## src/hw/rtl/nbc_pkg.sv

```systemverilog
`timescale 1ns / 1ps
// Shared types and constants for the naive Bayes classifier unit.
// No dependencies.
package nbc_pkg;

  localparam int DIGIT_BITS = 32;

  typedef enum logic [1:0] {
    OP_TRAIN    = 2'd0,
    OP_CLASSIFY = 2'd1,
    OP_CLEAR    = 2'd2,
    OP_NONE     = 2'd3
  } nbc_op_t;

  typedef enum logic [3:0] {
    S_IDLE,
    S_TR_RD,
    S_TR_CHK,
    S_TR_WRD,
    S_TR_WR,
    S_CL_INIT,
    S_CL_RD,
    S_CL_M1,
    S_CL_W1,
    S_CL_M2,
    S_CL_W2,
    S_CMP,
    S_CMP_W,
    S_DONE
  } nbc_state_t;

  // Commands from the sequencer to the serial multiplier.
  typedef struct packed {
    logic load;  // set accumulator of side sel to init value
    logic mul;   // multiply accumulator of side sel by factor
    logic cmp;   // compare side 0 against side 1
    logic sel;
  } nbc_ctl_t;

endpackage

```

## src/hw/rtl/nbc_count_store.sv

```systemverilog
`timescale 1ns / 1ps
// Count memory with per-entry valid bits; unwritten entries read as zero.
// Depends on nothing outside this file.
module nbc_count_store #(
  parameter int DEPTH = 96,
  parameter int CB    = 10,
  parameter int AW    = 7
) (
  input  logic          clk,
  input  logic          rst_n,
  input  logic          clear,
  input  logic          rd_en,
  input  logic [AW-1:0] rd_addr,
  output logic [CB-1:0] rd_data,
  input  logic          wr_en,
  input  logic [AW-1:0] wr_addr,
  input  logic [CB-1:0] wr_data
);

  logic [CB-1:0]    mem [DEPTH];
  logic [DEPTH-1:0] valid_r;
  logic [CB-1:0]    rd_data_r;
  logic             rd_vld_r;

  always_ff @(posedge clk) begin
    if (!rst_n || clear) begin
      valid_r <= '0;
    end else if (wr_en) begin
      valid_r[wr_addr] <= 1'b1;
    end
  end

  always_ff @(posedge clk) begin
    if (wr_en) begin
      mem[wr_addr] <= wr_data;
    end
    if (rd_en) begin
      rd_data_r <= mem[rd_addr];
      rd_vld_r  <= valid_r[rd_addr];
    end
  end

  assign rd_data = rd_vld_r ? rd_data_r : '0;

endmodule

```

## src/hw/rtl/nbc_serial_mul.sv

```systemverilog
`timescale 1ns / 1ps
// Digit-serial wide accumulators for the two class scores: multiply by a
// narrow factor one digit per cycle, and compare LSB-first. Uses nbc_pkg.
module nbc_serial_mul #(
  parameter int CB = 10,
  parameter int FB = 12,
  parameter int ND = 12
) (
  input  logic             clk,
  input  logic             rst_n,
  input  nbc_pkg::nbc_ctl_t ctl,
  input  logic [CB-1:0]    init_val,
  input  logic [FB-1:0]    factor,
  output logic             busy,
  output logic             gt
);
  import nbc_pkg::*;

  localparam int DW = DIGIT_BITS;
  localparam int CW = (ND > 1) ? $clog2(ND) : 1;

  logic [DW-1:0]    acc0_r [ND];
  logic [DW-1:0]    acc1_r [ND];
  logic             run_r;
  logic             cmp_r;
  logic             sel_r;
  logic [CW-1:0]    cnt_r;
  logic [FB-1:0]    fac_r;
  logic [FB-1:0]    carry_r;
  logic             gt_r;
  logic [DW-1:0]    digit;
  logic [DW+FB-1:0] prod;
  logic             last;

  assign digit = sel_r ? acc1_r[0] : acc0_r[0];
  assign prod  = (DW+FB)'(digit) * (DW+FB)'(fac_r) + (DW+FB)'(carry_r);
  assign last  = (cnt_r == CW'(ND - 1));

  always_ff @(posedge clk) begin
    if (!rst_n) begin
      run_r <= 1'b0;
    end else if (ctl.mul || ctl.cmp) begin
      run_r <= 1'b1;
    end else if (run_r && last) begin
      run_r <= 1'b0;
    end
  end

  always_ff @(posedge clk) begin
    if (ctl.load) begin
      for (int i = 0; i < ND; i++) begin
        if (ctl.sel) begin
          acc1_r[i] <= (i == 0) ? DW'(init_val) : '0;
        end else begin
          acc0_r[i] <= (i == 0) ? DW'(init_val) : '0;
        end
      end
    end else if (ctl.mul || ctl.cmp) begin
      cmp_r   <= ctl.cmp;
      sel_r   <= ctl.sel;
      fac_r   <= factor;
      carry_r <= '0;
      cnt_r   <= '0;
      if (ctl.cmp) begin
        gt_r <= 1'b0;
      end
    end else if (run_r) begin
      cnt_r <= cnt_r + CW'(1);
      if (cmp_r) begin
        // later digits are more significant and override
        if (acc0_r[0] > acc1_r[0]) begin
          gt_r <= 1'b1;
        end else if (acc0_r[0] < acc1_r[0]) begin
          gt_r <= 1'b0;
        end
        for (int i = 0; i < ND - 1; i++) begin
          acc0_r[i] <= acc0_r[i+1];
          acc1_r[i] <= acc1_r[i+1];
        end
        acc0_r[ND-1] <= acc0_r[0];
        acc1_r[ND-1] <= acc1_r[0];
      end else begin
        carry_r <= prod[DW +: FB];
        for (int i = 0; i < ND - 1; i++) begin
          if (sel_r) begin
            acc1_r[i] <= acc1_r[i+1];
          end else begin
            acc0_r[i] <= acc0_r[i+1];
          end
        end
        if (sel_r) begin
          acc1_r[ND-1] <= prod[DW-1:0];
        end else begin
          acc0_r[ND-1] <= prod[DW-1:0];
        end
      end
    end
  end

  assign busy = run_r;
  assign gt   = gt_r;

endmodule

```

## src/hw/rtl/naive_bayes_categorical_classifier_unit.sv

```systemverilog
`timescale 1ns / 1ps
// Two-class naive Bayes classifier, exact decision by cross-multiplication.
// A classify compares the two class scores, kept as ND 32-bit digits (12 at
// defaults) in the digit-serial score multiplier. A train reads all counts
// of the item first and writes them only if none is saturated, else drops
// the item. Clear and op 3 only return a result.
// One item at a time. Reset (rst_n, synchronous) or clear zeroes all counts.
module naive_bayes_categorical_classifier_unit #(
  parameter int NUM_FEATURES = 16,
  parameter int COUNT_BITS   = 10,
  parameter int NUM_VALUES   = 3
) (
  input  logic        clk,
  input  logic        rst_n,
  input  logic        in_tvalid,
  output logic        in_tready,
  input  logic [39:0] in_tdata,   // label [0], feature_vector [32:1], zero pad
  input  logic [1:0]  in_tuser,   // op [1:0]
  output logic        out_tvalid,
  input  logic        out_tready,
  output logic [7:0]  out_tdata,  // predicted_class [0], zero pad
  output logic [0:0]  out_tuser   // dropped [0]
);
  import nbc_pkg::*;

  localparam int CB    = COUNT_BITS;
  localparam int FB    = COUNT_BITS + 2;
  localparam int W     = COUNT_BITS + 2 * NUM_FEATURES * (COUNT_BITS + 1);
  localparam int ND    = (W + DIGIT_BITS - 1) / DIGIT_BITS;
  localparam int DEPTH = 2 * NUM_FEATURES * NUM_VALUES;
  localparam int AW    = $clog2(DEPTH);
  localparam int FW    = (NUM_FEATURES > 1) ? $clog2(NUM_FEATURES) : 1;
  localparam logic [AW-1:0] CLS1_BASE = AW'(NUM_FEATURES * NUM_VALUES);
  localparam logic [CB-1:0] CNT_MAX   = {CB{1'b1}};

  nbc_state_t    state_r, state_nxt;
  logic          out_valid_r;
  logic          pred_r, drop_out_r;
  logic [CB-1:0] cls_cnt_r [2];
  logic [1:0]    op_r;
  logic          label_r;
  logic [31:0]   fv_r, fv_sh_r;
  logic [FW-1:0] fidx_r;
  logic [AW-1:0] base_r;
  logic          full_r;
  logic          drop_r;
  logic          cls_r;

  logic          in_fire, can_load, f_last, v_ok, entry_full, full_now;
  logic [1:0]    v;
  logic [AW-1:0] addr;
  logic [CB-1:0] rd_data;
  logic          rd_en, wr_en, st_clear;
  nbc_ctl_t      ctl;
  logic [CB-1:0] init_val;
  logic [FB-1:0] factor;
  logic          eng_busy, eng_gt;

  assign in_fire    = in_tvalid && in_tready;
  assign can_load   = !out_valid_r || out_tready;
  assign f_last     = (fidx_r == FW'(NUM_FEATURES - 1));
  assign v          = fv_sh_r[1:0];
  assign v_ok       = ({1'b0, v} < 3'(NUM_VALUES));
  assign addr       = base_r + AW'(v);
  assign entry_full = v_ok && (rd_data == CNT_MAX);
  assign full_now   = full_r || entry_full || (cls_cnt_r[label_r] == CNT_MAX);

  nbc_count_store #(.DEPTH(DEPTH), .CB(CB), .AW(AW)) u_store (
    .clk     (clk),
    .rst_n   (rst_n),
    .clear   (st_clear),
    .rd_en   (rd_en),
    .rd_addr (addr),
    .rd_data (rd_data),
    .wr_en   (wr_en),
    .wr_addr (addr),
    .wr_data (rd_data + CB'(1))
  );

  nbc_serial_mul #(.CB(CB), .FB(FB), .ND(ND)) u_mul (
    .clk      (clk),
    .rst_n    (rst_n),
    .ctl      (ctl),
    .init_val (init_val),
    .factor   (factor),
    .busy     (eng_busy),
    .gt       (eng_gt)
  );

  // next state
  always_comb begin
    state_nxt = state_r;
    case (state_r)
      S_IDLE: begin
        if (in_fire) begin
          case (in_tuser)
            OP_TRAIN:    state_nxt = S_TR_RD;
            OP_CLASSIFY: state_nxt = S_CL_INIT;
            default:     state_nxt = S_DONE;
          endcase
        end
      end
      S_TR_RD:   state_nxt = S_TR_CHK;
      S_TR_CHK: begin
        if (f_last) begin
          state_nxt = full_now ? S_DONE : S_TR_WRD;
        end else begin
          state_nxt = S_TR_RD;
        end
      end
      S_TR_WRD:  state_nxt = S_TR_WR;
      S_TR_WR:   state_nxt = f_last ? S_DONE : S_TR_WRD;
      S_CL_INIT: state_nxt = S_CL_RD;
      S_CL_RD:   state_nxt = S_CL_M1;
      S_CL_M1:   state_nxt = S_CL_W1;
      S_CL_W1:   state_nxt = eng_busy ? S_CL_W1 : S_CL_M2;
      S_CL_M2:   state_nxt = S_CL_W2;
      S_CL_W2: begin
        if (!eng_busy) begin
          if (!f_last) begin
            state_nxt = S_CL_RD;
          end else begin
            state_nxt = cls_r ? S_CMP : S_CL_INIT;
          end
        end
      end
      S_CMP:     state_nxt = S_CMP_W;
      S_CMP_W:   state_nxt = eng_busy ? S_CMP_W : S_DONE;
      S_DONE:    state_nxt = can_load ? S_IDLE : S_DONE;
      default:   state_nxt = S_IDLE;
    endcase
  end

  // outputs of the sequencer
  always_comb begin
    in_tready = 1'b0;
    rd_en     = 1'b0;
    wr_en     = 1'b0;
    st_clear  = 1'b0;
    ctl       = '0;
    ctl.sel   = cls_r;
    init_val  = cls_cnt_r[cls_r];
    factor    = FB'({cls_cnt_r[!cls_r], 1'b0}) + FB'(2);
    case (state_r)
      S_IDLE: begin
        in_tready = 1'b1;
        st_clear  = in_fire && (in_tuser == OP_CLEAR);
      end
      // skip the read for a value that is never counted
      S_TR_RD, S_TR_WRD, S_CL_RD: rd_en = v_ok;
      S_TR_WR:   wr_en    = v_ok;
      S_CL_INIT: ctl.load = 1'b1;
      S_CL_M1: begin
        ctl.mul = 1'b1;
        factor  = FB'({(v_ok ? rd_data : CB'(0)), 1'b1});
      end
      S_CL_M2:   ctl.mul  = 1'b1;
      S_CMP:     ctl.cmp  = 1'b1;
      default: ;
    endcase
  end

  // control registers
  always_ff @(posedge clk) begin
    if (!rst_n) begin
      state_r      <= S_IDLE;
      out_valid_r  <= 1'b0;
      cls_cnt_r[0] <= '0;
      cls_cnt_r[1] <= '0;
    end else begin
      state_r <= state_nxt;
      if (state_r == S_DONE && can_load) begin
        out_valid_r <= 1'b1;
      end else if (out_tready) begin
        out_valid_r <= 1'b0;
      end
      if (st_clear) begin
        cls_cnt_r[0] <= '0;
        cls_cnt_r[1] <= '0;
      end else if (state_r == S_TR_CHK && f_last && !full_now) begin
        cls_cnt_r[label_r] <= cls_cnt_r[label_r] + CB'(1);
      end
    end
  end

  // datapath registers
  always_ff @(posedge clk) begin
    case (state_r)
      S_IDLE: begin
        if (in_fire) begin
          op_r    <= in_tuser;
          label_r <= in_tdata[0];
          fv_r    <= in_tdata[32:1];
          fv_sh_r <= in_tdata[32:1];
          fidx_r  <= '0;
          base_r  <= in_tdata[0] ? CLS1_BASE : '0;
          full_r  <= 1'b0;
          drop_r  <= 1'b0;
          cls_r   <= 1'b0;
        end
      end
      S_TR_CHK: begin
        if (entry_full) begin
          full_r <= 1'b1;
        end
        if (f_last) begin
          drop_r  <= full_now;
          fidx_r  <= '0;
          base_r  <= label_r ? CLS1_BASE : '0;
          fv_sh_r <= fv_r;
        end else begin
          fidx_r  <= fidx_r + FW'(1);
          base_r  <= base_r + AW'(NUM_VALUES);
          fv_sh_r <= {2'b00, fv_sh_r[31:2]};
        end
      end
      S_TR_WR: begin
        fidx_r  <= fidx_r + FW'(1);
        base_r  <= base_r + AW'(NUM_VALUES);
        fv_sh_r <= {2'b00, fv_sh_r[31:2]};
      end
      S_CL_INIT: begin
        fidx_r  <= '0;
        base_r  <= cls_r ? CLS1_BASE : '0;
        fv_sh_r <= fv_r;
      end
      S_CL_W2: begin
        if (!eng_busy) begin
          fidx_r  <= fidx_r + FW'(1);
          base_r  <= base_r + AW'(NUM_VALUES);
          fv_sh_r <= {2'b00, fv_sh_r[31:2]};
          if (f_last) begin
            cls_r <= 1'b1;
          end
        end
      end
      S_DONE: begin
        if (can_load) begin
          pred_r     <= (op_r == OP_CLASSIFY) ? !eng_gt : 1'b0;
          drop_out_r <= (op_r == OP_TRAIN) ? drop_r : 1'b0;
        end
      end
      default: ;
    endcase
  end

  assign out_tvalid = out_valid_r;
  assign out_tdata  = {7'b0, pred_r};
  assign out_tuser  = drop_out_r;

  a_excl_result: assert property (@(posedge clk) disable iff (!rst_n)
    out_tvalid |-> !(out_tdata[0] && out_tuser[0]))
    else $error("class and drop flag both set");

  a_no_start_busy: assert property (@(posedge clk) disable iff (!rst_n)
    (ctl.mul || ctl.cmp) |-> !eng_busy)
    else $error("multiplier started while busy");

  a_no_write_drop: assert property (@(posedge clk) disable iff (!rst_n)
    wr_en |-> !drop_r)
    else $error("count written for a dropped item");

  a_one_item: assert property (@(posedge clk) disable iff (!rst_n)
    in_fire |=> !in_tready)
    else $error("second item taken while busy");

endmodule
```

## config.mk

```make
export PLATFORM = sky130hd
export DESIGN_NAME = naive_bayes_categorical_classifier_unit
export DESIGN_NICKNAME = d
export VERILOG_FILES = /design/src/hw/rtl/nbc_pkg.sv /design/src/hw/rtl/nbc_count_store.sv /design/src/hw/rtl/nbc_serial_mul.sv /design/src/hw/rtl/naive_bayes_categorical_classifier_unit.sv
export SDC_FILE = /design/constraint.sdc
export NUM_CORES = 2
export LEC_CHECK = 0
export BUFFER_PORTS_ARGS = -buffer_cell sky130_fd_sc_hd__buf_2
export CAP_MARGIN = 40
export CORE_UTILIZATION = 62
export DETAILED_ROUTE_END_ITERATION = 10
export PLACE_DENSITY = 0.74
export RECOVER_POWER = 50
export SLEW_MARGIN = 20
export SYNTH_ARGS = -nofsm -noshare
export SYNTH_HDL_FRONTEND = slang
export SYNTH_SLANG_ARGS = --single-unit
```

## constraint.sdc

```tcl
create_clock -name clk -period 12.1 [get_ports clk]
set_input_delay 1.815 -clock clk [delete_from_list [all_inputs] [get_ports clk]]
set_output_delay 1.815 -clock clk [all_outputs]
set_load 0.02 [all_outputs]
```

==> impl_metrics.json <==
{
  "reg2reg_slack_ns": 3.22,
  "fin_skew_ns": 0.05398,
  "synth_cell_types": 73,
  "status": "finished, violations left",
  "drive_above_1_share_pct": 7.872,
  "drtAntennaViolNets": 0,
  "dieArea_mm2": 0.1443,
  "initial_core_util_pct": 62.51,
  "syn_inst": 6345,
  "synthArstFlopShare_pct": 0,
  "violations": "capacitance limit, slew limit",
  "chipWidth_um": 379.8,
  "fmax_ghz": 0.1127,
  "hp-class": "register to register",
  "yosysWarnings": 0,
  "drt_wl_total_um": 206000,
  "wl_per_cell_um": 24.40,
  "grt_usage_pct": 28.65,
  "synthTopCellsByArea": "edfxtp_1, fa_1, and2_1",
  "grt_pass1_vias": 51970,
  "fin_nets": 6917,
  "cts_resized": 0,
  "postCtsSetupBuffers": 0,
  "synth_area_mm2": 0.08850,
  "final_cell_mix": "edfxtp_1, and2_1, nand2_1, inv_1, a22oi_1",
  "synth_edf_count": 1873,
  "slew_headroom_pct": -261.1,
  "tns_ns": 0,
  "arrival_ns": 9.41,
  "grt_pass1_wl_um": 312500,
  "synth_largest_area_cell": "edfxtp_1",
  "rsz0062_at_grt": "false",
  "setup_viol_count_final": 0,
  "cp_max_fo": 82,
  "fp.dieH_um": 379.8,
  "insertedDiodeCount": 0,
  "tightest_slew_ns": 5.416,
  "drc": 0,
  "synth.avg_cell_area_um2": 13.95,
  "gp_congestion": 0.9040,
  "grt_start_max_net_pins": 311,
  "crit_path_end_kind": "register",
  "slew_viol_final": 1970,
  "netlist.area_leader.share_pct": 63.55,
  "synthToLayoutAreaGrowth_pct": 9.936,
  "worstSetupStartpointType": "register",
  "hold_viol": 0,
  "cts_buffers": 184,
  "ys.flop_type": "edfxtp_1",
  "antenna_found_initial": 7,
  "first_pass_iters": 9,
  "dr_total_vias": 52210,
  "finalCriticalPeriod_ns": 8.877,
  "cts_max_level": 4,
  "worst_ep_required_time_ns": 12.63,
  "root_buffer": "clkbuf_16",
  "cap_violations": 32,
  "layout_commonest_cell": "edfxtp_1",
  "overflow": 0,
  "ctsHoldBuffers": 0,
  "clkLatencyLatePin_ns": 0.82,
  "synth-seq-cells": 1977,
  "clkSinkCount": 1977,
  "io_buffers": 42,
  "via_per_inst": 6.183,
  "coreArea_mm2": 0.1416,
  "drtIter0Drc": 5908,
  "ys_seq_area_share_pct": 65.90,
  "cts_buffer_depth": 3,
  "dp_hpwl_um": 127800,
  "rows": 138,
  "ioPinCount": 57,
  "fin_crit_sh_pct": 73.36,
  "cts_tree": "done",
  "critical_path_class": "register to register",
  "clk_pin_slew_worst_paths_ns": 0.07
}
metal layers:
layer  wire length, um  vias to the layer above  GRT usage [%]  share of wire, %
li1                  -                    22990              -                 -
met2             97580                     2596          45.76                47
met5                 0                        -              0                 0
met1             79340                    26070          38.11                39
met3             17310                      557          4.597               8.4
met4             11800                        0          15.42               5.7
worst max-delay path, cell delays in order, from the launching register on:
cell and delay, ns:
edfxtp_1 0.43, ha_1 0.24, fa_1 0.51, xor2_2 0.21
buf_4 0.24, nor2_4 0.12, clkbuf_1 3.72, nand2_1 1.63
nor2_1 1.09, buf_4 0.30
metrics by stage:
stage	hold slack, ns	util, %	instance area, um2	cells	setup slack [ns]
after floorplan	0.4244	-	88530	6351	2.209
after global placement	0.4465	64.08	90730	8028	4.683
after detailed placement	0.4533	64.78	91720	8103	4.693
after CTS	0.4679	68.91	97570	8434	4.647
after global routing	0.4787	68.72	97300	8445	3.040
final	0.4640	68.72	97300	8445	3.223
cell type report:
type	instances	area, um2
well taps	1890	2365
multi-input cells	3543	27190
repair buffers	236	1814
inverters	468	1757
clock buffers	254	5030
clock inverters	77	814.5
fillers	9460	44290
flip-flops and latches	1977	58330
flip-flops by register name, indices dropped and copies added, names as in the netlist, 4 cells and up, named ones only:
register and count:
u_mul.carry_r 12, u_mul.acc0_r 384, u_store.valid_r 96, fv_r 32, u_mul.cnt_r 4, state_r 4, cls_cnt_r 20, u_mul.acc1_r 384
u_mul.fac_r 12, fv_sh_r 32, u_store.rd_data_r 10, base_r 7, fidx_r 4, u_store.mem 960
cell families after synthesis:
family / after synthesis / synth area share [%]
xor+xnor: 70 / 0.7182
buf+inv: 831 / 3.649
fa+ha+maj: 461 / 9.164
other cells: 1 / 0.004237
simple gates: 1871 / 10.98
mux: 79 / 1.035
compound gates: 1055 / 8.546
flops: 1977 / 65.90
worst paths after layout:
| check | start | endpoint | cells after the start |
|---|---|---|---|
| worst min register to register | u_store.valid_r[34]$_SDFFE_PP0P_ | u_store.valid_r[34]$_SDFFE_PP0P_ | 1 |
| worst min-delay path | u_store.valid_r[34]$_SDFFE_PP0P_ | u_store.valid_r[34]$_SDFFE_PP0P_ | 1 |
| worst max register to register | base_r[0]$_DFFE_PP_ | u_store.mem[42][3]$_DFFE_PP_ | 9 |
| worst max-delay path | base_r[0]$_DFFE_PP_ | u_store.mem[42][3]$_DFFE_PP_ | 9 |
synth_stat cells (all sizes together) (53+ instances only):
master,count
a22o,53
nand4,94
a21oi,144
a22oi,427
inv,468
nand2,516
clkbuf,266
fa,312
and2,800
dfxtp,104
ha,149
o21ai,94
edfxtp,1873
nand3,75
buf,97
nor2,242
o21a,104
Power is left out: the tool's default activity adds up to more than one toggle a clock period on the data nets, which glitch-free logic cannot reach.
